### src/design/nsv_pkg.sv
// Package for the NMEA sentence validator: character codes, reject codes,
// line summary type and the judging functions. No dependencies.
`timescale 1ns / 1ps

package nsv_pkg;

    localparam logic [7:0] CH_DOLLAR = 8'h24;
    localparam logic [7:0] CH_STAR   = 8'h2A;
    localparam logic [7:0] CH_LF     = 8'h0A;
    localparam logic [7:0] CH_CR     = 8'h0D;
    localparam logic [7:0] CH_A      = 8'h41;
    localparam logic [7:0] CH_C      = 8'h43;
    localparam logic [7:0] CH_G      = 8'h47;
    localparam logic [7:0] CH_M      = 8'h4D;
    localparam logic [7:0] CH_R      = 8'h52;
    localparam logic [7:0] CH_S      = 8'h53;
    localparam logic [7:0] CH_V      = 8'h56;

    localparam logic [7:0] RESET_MAX_LEN = 8'd200;
    localparam logic [7:0] MIN_LEN       = 8'd6;

    typedef enum logic [2:0] {
        RSN_OK       = 3'd0,
        RSN_SHORT    = 3'd1,
        RSN_NO_ID    = 3'd2,
        RSN_NO_CKSUM = 3'd3,
        RSN_BAD_HEX  = 3'd4,
        RSN_MISMATCH = 3'd5
    } t_reason;

    typedef struct packed {
        logic [7:0]  char_count;
        logic        starts_with_dollar;
        logic        star_seen;
        logic [7:0]  star_position;
        logic [7:0]  running_xor;
        logic        id_seen;
        logic [15:0] recent_chars;
        logic [15:0] checksum_chars;
    } t_line_state;

    typedef struct packed {
        logic       valid;
        logic       sentence_ok;
        t_reason    reason;
        logic [7:0] checksum;
        logic [7:0] length;
    } t_result;

    function automatic logic window_is_id(input logic [7:0] a, input logic [7:0] b,
                                          input logic [7:0] c);
        logic hit;
        hit = (a == CH_G && b == CH_G && c == CH_A)
           || (a == CH_R && b == CH_M && c == CH_C)
           || (a == CH_G && b == CH_S && (c == CH_A || c == CH_V));
        return hit;
    endfunction

    // Bit 4 flags a valid hex digit, bits 3:0 carry its value.
    function automatic logic [4:0] hex_digit(input logic [7:0] c);
        logic [4:0] r;
        if (c >= 8'h30 && c <= 8'h39) begin
            r = {1'b1, 4'(c - 8'h30)};
        end else if (c >= 8'h41 && c <= 8'h46) begin
            r = {1'b1, 4'(c - 8'h37)};
        end else if (c >= 8'h61 && c <= 8'h66) begin
            r = {1'b1, 4'(c - 8'h57)};
        end else begin
            r = 5'd0;
        end
        return r;
    endfunction

    function automatic t_reason judge(input t_line_state s);
        logic [4:0] hi;
        logic [4:0] lo;
        t_reason    r;
        hi = hex_digit(s.checksum_chars[15:8]);
        lo = hex_digit(s.checksum_chars[7:0]);
        if (s.char_count < MIN_LEN || !s.starts_with_dollar) begin
            r = RSN_SHORT;
        end else if (!s.id_seen) begin
            r = RSN_NO_ID;
        end else if (!s.star_seen ||
                     ({1'b0, s.star_position} + 9'd2) >= {1'b0, s.char_count}) begin
            r = RSN_NO_CKSUM;
        end else if (!hi[4] || !lo[4]) begin
            r = RSN_BAD_HEX;
        end else if ({hi[3:0], lo[3:0]} != s.running_xor) begin
            r = RSN_MISMATCH;
        end else begin
            r = RSN_OK;
        end
        return r;
    endfunction

endpackage

### src/design/nsv_input_stage.sv
// Input register of the NMEA sentence validator with its stall logic.
// Depends on nsv_pkg.
`timescale 1ns / 1ps

module nsv_input_stage
    import nsv_pkg::*;
(
    input  logic       i_clk,
    input  logic       i_rst_n,
    input  logic       i_valid,
    input  logic [7:0] i_data_byte,
    output logic       o_stall,
    input  logic       i_out_free,
    output logic       o_take,
    output logic [7:0] o_byte
);

    logic       r_valid;
    logic [7:0] r_byte;
    logic       n_valid;

    // Only a newline produces a result, so only it waits for the output slot.
    assign o_take  = r_valid && ((r_byte != CH_LF) || i_out_free);
    assign o_stall = r_valid && !o_take;
    assign o_byte  = r_byte;

    always_comb begin
        n_valid = r_valid;
        if (!o_stall) begin
            n_valid = i_valid;
        end
    end

    always_ff @(posedge i_clk) begin
        if (!i_rst_n) begin
            r_valid <= 1'b0;
        end else begin
            r_valid <= n_valid;
        end
    end

    always_ff @(posedge i_clk) begin
        if (!o_stall && i_valid) begin
            r_byte <= i_data_byte;
        end
    end

endmodule

### src/design/nsv_line_tracker.sv
// Running line summary of the NMEA sentence validator and the verdict on newline.
// Depends on nsv_pkg.
`timescale 1ns / 1ps

module nsv_line_tracker
    import nsv_pkg::*;
(
    input  logic       i_clk,
    input  logic       i_rst_n,
    input  logic       i_take,
    input  logic [7:0] i_byte,
    input  logic [7:0] i_max_len,
    output t_result    o_result
);

    t_line_state r_state;
    t_line_state n_state;
    t_line_state s_app;
    logic [8:0]  w_pos_p1;
    logic [8:0]  w_pos_p2;

    assign w_pos_p1 = {1'b0, r_state.star_position} + 9'd1;
    assign w_pos_p2 = {1'b0, r_state.star_position} + 9'd2;

    always_comb begin
        s_app = r_state;
        if (r_state.char_count == 8'd0 && i_byte == CH_DOLLAR) begin
            s_app.starts_with_dollar = 1'b1;
        end
        if (r_state.char_count >= 8'd2 &&
            window_is_id(r_state.recent_chars[15:8], r_state.recent_chars[7:0], i_byte)) begin
            s_app.id_seen = 1'b1;
        end
        if (r_state.star_seen) begin
            if ({1'b0, r_state.char_count} == w_pos_p1) begin
                s_app.checksum_chars[15:8] = i_byte;
            end else if ({1'b0, r_state.char_count} == w_pos_p2) begin
                s_app.checksum_chars[7:0] = i_byte;
            end
        end else if (i_byte == CH_STAR) begin
            s_app.star_seen     = 1'b1;
            s_app.star_position = r_state.char_count;
        end else if (r_state.char_count != 8'd0) begin
            s_app.running_xor = r_state.running_xor ^ i_byte;
        end
        s_app.recent_chars = {r_state.recent_chars[7:0], i_byte};
        s_app.char_count   = r_state.char_count + 8'd1;
    end

    always_comb begin
        n_state = r_state;
        if (i_take) begin
            if (i_byte == CH_LF) begin
                n_state = '0;
            end else if (i_byte != CH_CR && r_state.char_count < i_max_len) begin
                n_state = s_app;
            end
        end
    end

    always_comb begin
        o_result.valid       = i_take && (i_byte == CH_LF);
        o_result.reason      = judge(r_state);
        o_result.sentence_ok = (o_result.reason == RSN_OK);
        o_result.checksum    = r_state.running_xor;
        o_result.length      = r_state.char_count;
    end

    always_ff @(posedge i_clk) begin
        if (!i_rst_n) begin
            r_state <= '0;
        end else begin
            r_state <= n_state;
        end
    end

endmodule

### src/design/nsv_output_stage.sv
// Result register of the NMEA sentence validator.
// Depends on nsv_pkg.
`timescale 1ns / 1ps

module nsv_output_stage
    import nsv_pkg::*;
(
    input  logic       i_clk,
    input  logic       i_rst_n,
    input  t_result    i_result,
    output logic       o_free,
    output logic       o_valid,
    input  logic       i_stall,
    output logic       o_sentence_ok,
    output logic [2:0] o_reject_reason,
    output logic [7:0] o_computed_checksum,
    output logic [7:0] o_line_length
);

    logic    r_valid;
    logic    n_valid;
    t_result r_result;

    assign o_free = !r_valid || !i_stall;

    always_comb begin
        n_valid = r_valid;
        if (i_result.valid) begin
            n_valid = 1'b1;
        end else if (!i_stall) begin
            n_valid = 1'b0;
        end
    end

    always_ff @(posedge i_clk) begin
        if (!i_rst_n) begin
            r_valid <= 1'b0;
        end else begin
            r_valid <= n_valid;
        end
    end

    always_ff @(posedge i_clk) begin
        if (i_result.valid) begin
            r_result <= i_result;
        end
    end

    assign o_valid             = r_valid;
    assign o_sentence_ok       = r_result.sentence_ok;
    assign o_reject_reason     = r_result.reason;
    assign o_computed_checksum = r_result.checksum;
    assign o_line_length       = r_result.length;

endmodule

### src/design/nmea_sentence_validator.sv
// NMEA sentence validator: one byte per cycle unless stalled, verdict on each newline.
// A newline sits in the input register; its verdict then goes to the result register.
// Throughput: one byte per cycle; only a newline waits, and only on a held result.
// Reset (synchronous, active low) empties both stages, clears the line summary
// and sets the line cap to 200.
`timescale 1ns / 1ps

module nmea_sentence_validator
    import nsv_pkg::*;
(
    input  logic       i_clk,
    input  logic       i_rst_n,
    input  logic       i_valid,
    output logic       o_stall,
    input  logic [7:0] i_data_byte,
    input  logic       i_cfg_valid,
    output logic       o_cfg_ready,
    input  logic [7:0] i_max_line_length,
    output logic       o_valid,
    input  logic       i_stall,
    output logic       o_sentence_ok,
    output logic [2:0] o_reject_reason,
    output logic [7:0] o_computed_checksum,
    output logic [7:0] o_line_length
);

    logic [7:0] r_max_line_length;
    logic       w_take;
    logic [7:0] w_byte;
    logic       w_out_free;
    t_result    w_result;

    assign o_cfg_ready = 1'b1;

    always_ff @(posedge i_clk) begin
        if (!i_rst_n) begin
            r_max_line_length <= RESET_MAX_LEN;
        end else if (i_cfg_valid && o_cfg_ready) begin
            r_max_line_length <= i_max_line_length;
        end
    end

    nsv_input_stage u_input (
        .i_clk       (i_clk),
        .i_rst_n     (i_rst_n),
        .i_valid     (i_valid),
        .i_data_byte (i_data_byte),
        .o_stall     (o_stall),
        .i_out_free  (w_out_free),
        .o_take      (w_take),
        .o_byte      (w_byte)
    );

    nsv_line_tracker u_tracker (
        .i_clk     (i_clk),
        .i_rst_n   (i_rst_n),
        .i_take    (w_take),
        .i_byte    (w_byte),
        .i_max_len (r_max_line_length),
        .o_result  (w_result)
    );

    nsv_output_stage u_output (
        .i_clk               (i_clk),
        .i_rst_n             (i_rst_n),
        .i_result            (w_result),
        .o_free              (w_out_free),
        .o_valid             (o_valid),
        .i_stall             (i_stall),
        .o_sentence_ok       (o_sentence_ok),
        .o_reject_reason     (o_reject_reason),
        .o_computed_checksum (o_computed_checksum),
        .o_line_length       (o_line_length)
    );

endmodule

### config.mk
export PLATFORM = sky130hd
export DESIGN_NAME = nmea_sentence_validator
export DESIGN_NICKNAME = d
export VERILOG_FILES = /design/src/design/nsv_pkg.sv /design/src/design/nsv_input_stage.sv /design/src/design/nsv_line_tracker.sv /design/src/design/nsv_output_stage.sv /design/src/design/nmea_sentence_validator.sv
export SDC_FILE = /design/constraint.sdc
export NUM_CORES = 1
export LEC_CHECK = 0
export BUFFER_PORTS_ARGS = -buffer_cell sky130_fd_sc_hd__buf_2
export CAP_MARGIN = 20
export CORE_ASPECT_RATIO = 0.8
export CORE_MARGIN = 2
export CORE_UTILIZATION = 54
export CTS_CLUSTER_DIAMETER = 200
export DETAILED_ROUTE_END_ITERATION = 10
export GPL_TIMING_DRIVEN = 0
export PLACE_DENSITY = 0.76
export SYNTH_ARGS = -nofsm -noshare
export SYNTH_HDL_FRONTEND = slang
export SYNTH_SLANG_ARGS = --single-unit
### constraint.sdc
create_clock -name i_clk -period 3.7 [get_ports i_clk]
set_clock_uncertainty 0.2 [all_clocks]
set_input_delay 0.555 -clock i_clk [delete_from_list [all_inputs] [get_ports i_clk]]
set_output_delay 0.555 -clock i_clk [all_outputs]
set_load 0.02 [all_outputs]
==> results of run 1 <==
==> critical path, cell delays in order (launching register included) <==
cell and delay (ns):
edfxtp_1 0.47, or4b_1 0.57, or4b_1 0.47, buf_4 0.19
nor2_8 0.21, nand2_1 0.18, nor2_2 0.20, buf_2 0.20
==> metrics by stage <==
step	utilization, %	cell area (um^2)	cells
floorplan	-	5393	568
global placement	59.53	5768	745
detailed placement	59.53	5768	745
CTS	63.13	6117	762
global route	63.31	6135	764
finish	63.34	6137	765
==> path summary, 6_finish.rpt <==
path / slack, ns / from / to
max reg2reg: 0.21 / u_tracker.r_state[1]$_SDFFE_PN0P_ / u_output.o_reject_reason[0]$_DFFE_PP_
max: 0.09 / u_input.o_byte[4]$_DFFE_PP_ / o_stall
min: 0.18 / i_data_byte[4] / u_input.o_byte[4]$_DFFE_PP_
min reg2reg: 0.27 / u_tracker.r_state[50]$_SDFFE_PN0P_ / u_tracker.r_state[50]$_SDFFE_PN0P_
==> layout by cell type, fill, tap and decap left out, types with 4 or more instances in the layout <==
cell,instances
mux2i_1,31
nand2_1,44
a211oi_1,4
a21boi_1,9
nor2b_1,26
o211ai_1,6
buf_2,45
o21a_1,11
clkbuf_16,9
nor4b_1,4
ha_1,28
nor3_1,7
or3_1,8
nor4bb_1,4
a21oi_1,20
clkbuf_1,26
a21boi_0,4
and3_1,8
nand3_1,27
xor2_1,8
inv_1,28
a21o_1,6
o21ai_0,12
dfxtp_1,69
buf_4,9
edfxtp_1,28
nor2_1,21
nand2b_1,19
nor4_1,5
a31oi_1,17
nand4_1,9
xnor2_1,14
==> timing repair <==
action / CTS / global route
buffers inserted: 2 / 2
setup endpoints to repair: 21 / 1
resized for setup: 0 / 1
==> power by group through the flow <==
stage / Sequential (uW) / Clock [uW] / Combinational [uW]
2_1_floorplan: 1210 / 0 / 173
3_3_place_gp: 1240 / 0 / 217
3_5_place_dp: 1240 / 0 / 225
4_1_cts: 1210 / 1060 / 233
5_1_grt: 1220 / 1110 / 261
6_report: 1210 / 1060 / 238
==> state kept, by name (all words and copies together) (netlist names) <==
register and count:
r_max_line_length 8, u_output.o_valid 1, u_output.o_line_length 8, u_tracker.r_state 43
u_input.r_valid 1, u_output.o_sentence_ok 1, u_output.o_reject_reason 3, u_input.o_byte 8
u_tracker.o_result 16, u_output.o_computed_checksum 8
==> logic make-up (layout without fill, tap and decap cells) <==
group	after synthesis	in the layout	synth area share, %
muxes	31	31	5.758
AOI/OAI and AO/OA	124	124	16.83
adders and majority gates	28	28	6.501
other	1	2	0.06959
and+or+nand+nor	203	203	21.27
xor gates and xnor gates	22	22	3.576
buffers and inverters	62	122	4.760
DFF	97	97	41.24
==> final cells by class <==
| type | count | share of cell area [%] |
|---|---|---|
| Buffer | 33 | 2.406 |
| Timing Repair Buffer | 45 | 3.833 |
| Inverter | 28 | 1.713 |
| Clock inverter | 5 | 1.713 |
| Antenna cell | 1 | 0.04077 |
| Clock buffer | 11 | 3.792 |
| Sequential cell | 97 | 36.21 |
| Tap cell | 136 | 2.773 |
| Multi-Input combinational cell | 409 | 47.52 |
==> per-layer routing <==
layer  global-route usage, %  wire length, um  part of all wire (%)  vias to the layer above
met1                   35.08             6032                    47                     2118
li1                        -                -                     -                     2173
met2                   37.09             5693                    44                      179
met4                   6.548              183                   1.4                        0
met5                       0                0                     0                        -
met3                   5.703              961                   7.5                       21
==> results by group, run 1 <==
Worst hold path
  • Worst min-delay path class: in -> reg
  • Hold path cells: 1

Logic synthesis
  • Cell taking the most area after synthesis: dfxtp_1
  • Share of the synthesized area in the top cell type: between 20% and 30%
  • Mapped Cells: 568
  • FF+latch count, synth: 97
  • Synth top area cells: dfxtp_1 26%, edfxtp_1 16%, ha_1 6.5%
  • Mapped cell area: 0.005389 mm^2
  • Most numerous cell in the Yosys netlist: dfxtp_1
  • Post-synth EDFFs: 28
  • Post-Syn Nets: 617
  • Sequential-to-total area share from yosys stat: about two fifths
  • Post-synth ARST share: 0%
  • Synth Warn #: 0
  • Yosys cell types: 66
  • Synth cell count leaders: 69 x dfxtp_1, 44 x nand2_1, 31 x mux2i_1
  • Main synth FF type: dfxtp_1
  • Mean post-synth cell area: 9.488 um^2

Power and ir drop
  • Peak supply drop: 0.2317 mV
  • NetSw: 593.8 uW
  • Power, Total: around 2500 uW
  • Sequential Power Share: about half
  • Switching share of power: 23.65%
  • Combinational cell fraction of total power: 9.5%
  • Internal power: between 1500 and 2000 uW
  • Leak: between 0.002 and 0.0025 uW
  • Clock share of power: between 40% and 50%
  • PD cells: between 400 and 500 mW/mm^2

Global route
  • Largest net degree at the start of global routing: 21
  • Vias in the first global route: ~4000
  • Global route overflow: 0
  • Tot GR Track Use: around a quarter
  • Initial antenna violation count: 1
  • First-pass GRT wire length: about 20000 um

Timing
  • Tcrit/Tclk final: roughly 100%
  • Hold Fails Final Rpt: 0
  • TNS Setup: 0 ns
  • Final setup viols: 0
  • Slew Viols, Final: 0
  • Slew HR: a little under a third
  • Minimum clock period after layout: ~3.6 ns
  • FMAX: approximately 280 MHz
  • Hold Worst Slack: about 0.18 ns
  • Slew @ Worst Pin: 1.021 ns
  • Final setup margin: 0.09262 ns

Route
  • DRT Pass-1 Iters: 6
  • DRC Markers: 0
  • Wire length per cell: 16.82 um
  • Wirelength, routed: 12870 um
  • Via density per instance: roughly 5.9
  • Post-route ant nets: 0
  • Drt initial violations: between 400 and 500
  • DR vias: approximately 4500

Placement
  • Dpl ws: -0.2532 ns
  • HPWL after detailed placement: around 9200 um
  • Global placement routability congestion: 0.9262
  • I/O Buffers: 41

Worst setup path
  • R2r worst-path depth: 10
  • CP arrival: around 2.9 ns
  • CP endpoint kind: output port
  • Startpoint Class: flip-flop
  • CP Max Fanout: 11
  • Worst EP required: around 2.9 ns
  • Worst Path Class, Setup: reg -> out

Clock tree
  • Clock Latency Late Sink: ~0.35 ns
  • CTS Buf Count: 9
  • CTS sink cnt: between 90 and 100
  • Clk buf depth: 2
  • # hold bufs at CTS: 0
  • Root Buffer: clkbuf_16
  • CTS tree: built
  • Clk slew on worst S/H paths: about 0.060 ns
  • CTS HTree Levels: 3

Layout
  • FILL cells: between 800 and 900
  • Sequential cell area: about 0.0022 mm^2
  • Area of the multi-input gates: around 0.003 mm^2
  • Fin nets: between 600 and 700
  • Layout area overhead: 13.88%
  • Share of post-route cells with drive strength above 1: around 13%

Outcome
  • Status: completed

Die
  • Die Y: 93.35 um
  • Row cnt: 32
  • Boundary Pins: 44
  • Core Area: around 0.0097 mm^2
  • Die width: about 120 um
  • DIE AREA: 0.01080 mm^2
  • Starting density of the core: 55.62%

Job
  • Maxcap violations: 0
(Power assumes the default switching activity.)
==> inputs of run 2 (changes only) <==
--- a/config.mk
+++ b/config.mk
@@ -10,6 +10,7 @@
 export CORE_ASPECT_RATIO = 0.8
 export CORE_MARGIN = 2
 export CORE_UTILIZATION = 54
+export CTS_BUF_LIST = sky130_fd_sc_hd__clkbuf_16
 export CTS_CLUSTER_DIAMETER = 200
 export DETAILED_ROUTE_END_ITERATION = 10
 export GPL_TIMING_DRIVEN = 0
==> results by group, run 2 (synthesized netlist as in run 1, its figures left out) <==
Power and ir drop
  • Leak: 0.002368 uW (+0.35%)
  • Peak supply drop: 0.2331 mV (+0.60%)
  • Power, Total: 2502 uW (-0.33%)
  • PD cells: 407.7 mW/mm^2 (-0.33%)

Timing
  • Hold Fails Final Rpt: 0 (unchanged)
  • Slew @ Worst Pin: 1.027 ns (+0.006459 ns)
  • Final setup viols: 0 (unchanged)
  • Minimum clock period after layout: 3.604 ns (-0.003384 ns)
  • Slew Viols, Final: 0 (unchanged)
  • FMAX: 277.5 MHz (about the same)
  • Slew HR: 31.52% (-0.43 points)
  • Hold Worst Slack: 0.1881 ns (+0.004442 ns)
  • Tcrit/Tclk final: 97.41% (about the same)
  • Final setup margin: 0.09601 ns (+0.003384 ns)

Worst setup path
  • R2r startpoint: u_tracker.r_state[1]$_SDFFE_PN0P_
  • CP Max Fanout: 11 (unchanged)
  • Most used cell, CP: or4b_1
  • R2r endpoint: u_output.o_reject_reason[0]$_DFFE_PP_
  • CP Buf/Inv Count: 2 (unchanged)
  • Startpoint Class: flip-flop
  • R2r worst-path depth: 10 (unchanged)
  • Worst Path Class, Setup: reg -> out
  • Worst Setup SP: u_input.o_byte[4]$_DFFE_PP_
  • CP arrival: 2.85 ns (about the same)
  • Worst-path cell chain: or4b_1 -> or4b_1 -> buf_4 -> nor2_8 -> nand2_1 -> nor2_2 -> buf_2
  • Max incr delay on CP: 0.57 ns (about the same)
  • CP endpoint kind: output port
  • Reg2reg setup slack: 0.23 ns (+0.02 ns)
  • Critical path's slowest cell: or4b_1
  • Critical path's top delay family: simple AND/OR/NAND/NOR gates
  • Worst EP required: 2.94 ns (about the same)

Route
  • Wirelength, routed: 12790 um (-0.65%)
  • DR vias: 4500 (+0.20%)
  • DRT Pass-1 Iters: 5 (-1)
  • Drt initial violations: 385 (-6.1%)
  • Wire length per cell: 16.72 um (-0.65%)
  • Via density per instance: 5.882 (+0.20%)
  • Post-route ant nets: 0 (unchanged)
  • DRC Markers: 0 (unchanged)

Placement
  • HPWL after detailed placement: 9248 um (unchanged)
  • Global placement routability congestion: 0.9262 (unchanged)
  • I/O Buffers: 41 (unchanged)
  • Dpl ws: -0.2532 ns (unchanged)

Global route
  • Initial antenna violation count: 1 (unchanged)
  • Global route overflow: 0 (unchanged)
  • First-pass GRT wire length: 20520 um (unchanged)
  • Vias in the first global route: 4071 (unchanged)
  • Tot GR Track Use: 24.45% (unchanged)
  • Largest net degree at the start of global routing: 21 (unchanged)

Layout
  • Biggest register: u_tracker.r_state
  • Post-layout utilization of the core: 63.34% (unchanged)
  • Fin nets: 672 (unchanged)
  • Commonest non-fill, non-tap cells in the layout: 69 x dfxtp_1, 45 x buf_2, 44 x nand2_1
  • Most common cell after layout, fill and taps aside: dfxtp_1
  • Layout area overhead: 13.88% (unchanged)
  • Max FFs per register: 43 (unchanged)
  • FILL cells: 802 (unchanged)
  • Share of post-route cells with drive strength above 1: 13.38% (unchanged)

Clock tree
  • CTS sink cnt: 97 (unchanged)
  • Clk buf depth: 2 (unchanged)
  • Root Buffer: clkbuf_16
  • Clk slew on worst S/H paths: 0.06 ns (about the same)
  • # hold bufs at CTS: 0 (unchanged)
  • CTS HTree Levels: 3 (unchanged)
  • CTS tree: built
  • CTS Buf Count: 9 (unchanged)
  • Clock Latency Late Sink: 0.35 ns (about the same)

Die
  • DIE AREA: 0.01080 mm^2 (unchanged)
  • Starting density of the core: 55.62% (unchanged)
  • Die Y: 93.35 um (unchanged)
  • Core Area: 0.009689 mm^2 (unchanged)
  • Boundary Pins: 44 (unchanged)
  • Die width: 115.7 um (unchanged)
  • Row cnt: 32 (unchanged)

Worst hold path
  • Hold worst-path end: u_input.o_byte[4]$_DFFE_PP_
  • Worst min-delay path class: in -> reg
  • Min-delay src: i_data_byte[4]
  • Hold path cells: 1 (unchanged)

Outcome
  • Status: completed

Job
  • Maxcap violations: 0 (unchanged)
## run 2: timing repair
action | 4_1_cts | 5_1_grt
setup buffers | 2 | 2
endpoints found under the setup margin | 21 | 1
gates resized for setup | 0 | 1
## run 2: through the flow
step | std cells | TNS, ns | area [um^2]
2_1_floorplan | 568 | 0 | 5393
3_3_place_gp | 745 | -3.978 | 5768
3_5_place_dp | 745 | -5.139 | 5768
4_1_cts | 762 | 0 | 6117
5_1_grt | 764 | -0.02212 | 6135
6_report | 765 | 0 | 6137
## run 2: per-layer routing
metal / wire length [um] / track usage (%) / up-vias
li1: - / - / 2175
met1: 5895 / 35.08 / 2126
met2: 5641 / 37.09 / 177
met3: 1070 / 5.703 / 22
met4: 180 / 6.548 / 0
met5: 0 / 0 / -
## run 2: how the worst max path moves through the flow
stage / end / slack [ns] / cells after the start
after floorplan: u_output.o_computed_checksum[0]$_DFFE_PP_ / 0.36 / 7
after global placement: u_output.o_computed_checksum[6]$_DFFE_PP_ / -0.20 / 7
after detailed placement: u_output.o_computed_checksum[2]$_DFFE_PP_ / -0.25 / 7
after CTS: o_stall / 0.01 / 7
after global routing: o_stall / -0.02 / 7
final: o_stall / 0.1 / 7
## run 2: final cells by class
cell class / instances / area (um^2) / share of cell area (%)
timing repair buffer: 45 / 235.2 / 3.833
buffer: 33 / 147.6 / 2.406
antenna: 1 / 2.502 / 0.04077
clock buffer: 9 / 225.2 / 3.670
sequential: 97 / 2222 / 36.21
inverter: 28 / 105.1 / 1.713
multi-input combinational: 409 / 2917 / 47.52
tap: 136 / 170.2 / 2.773
clock inverter: 7 / 112.6 / 1.835
## run 2: power breakdown
part           total (uW)  internal [uW]  switching [uW]  leakage (uW)
Combinational         237            108             129       0.00138
Clock                1050            656             396      0.000164
Sequential           1210           1150            66.5      0.000826
Total                2500           1910             591       0.00237
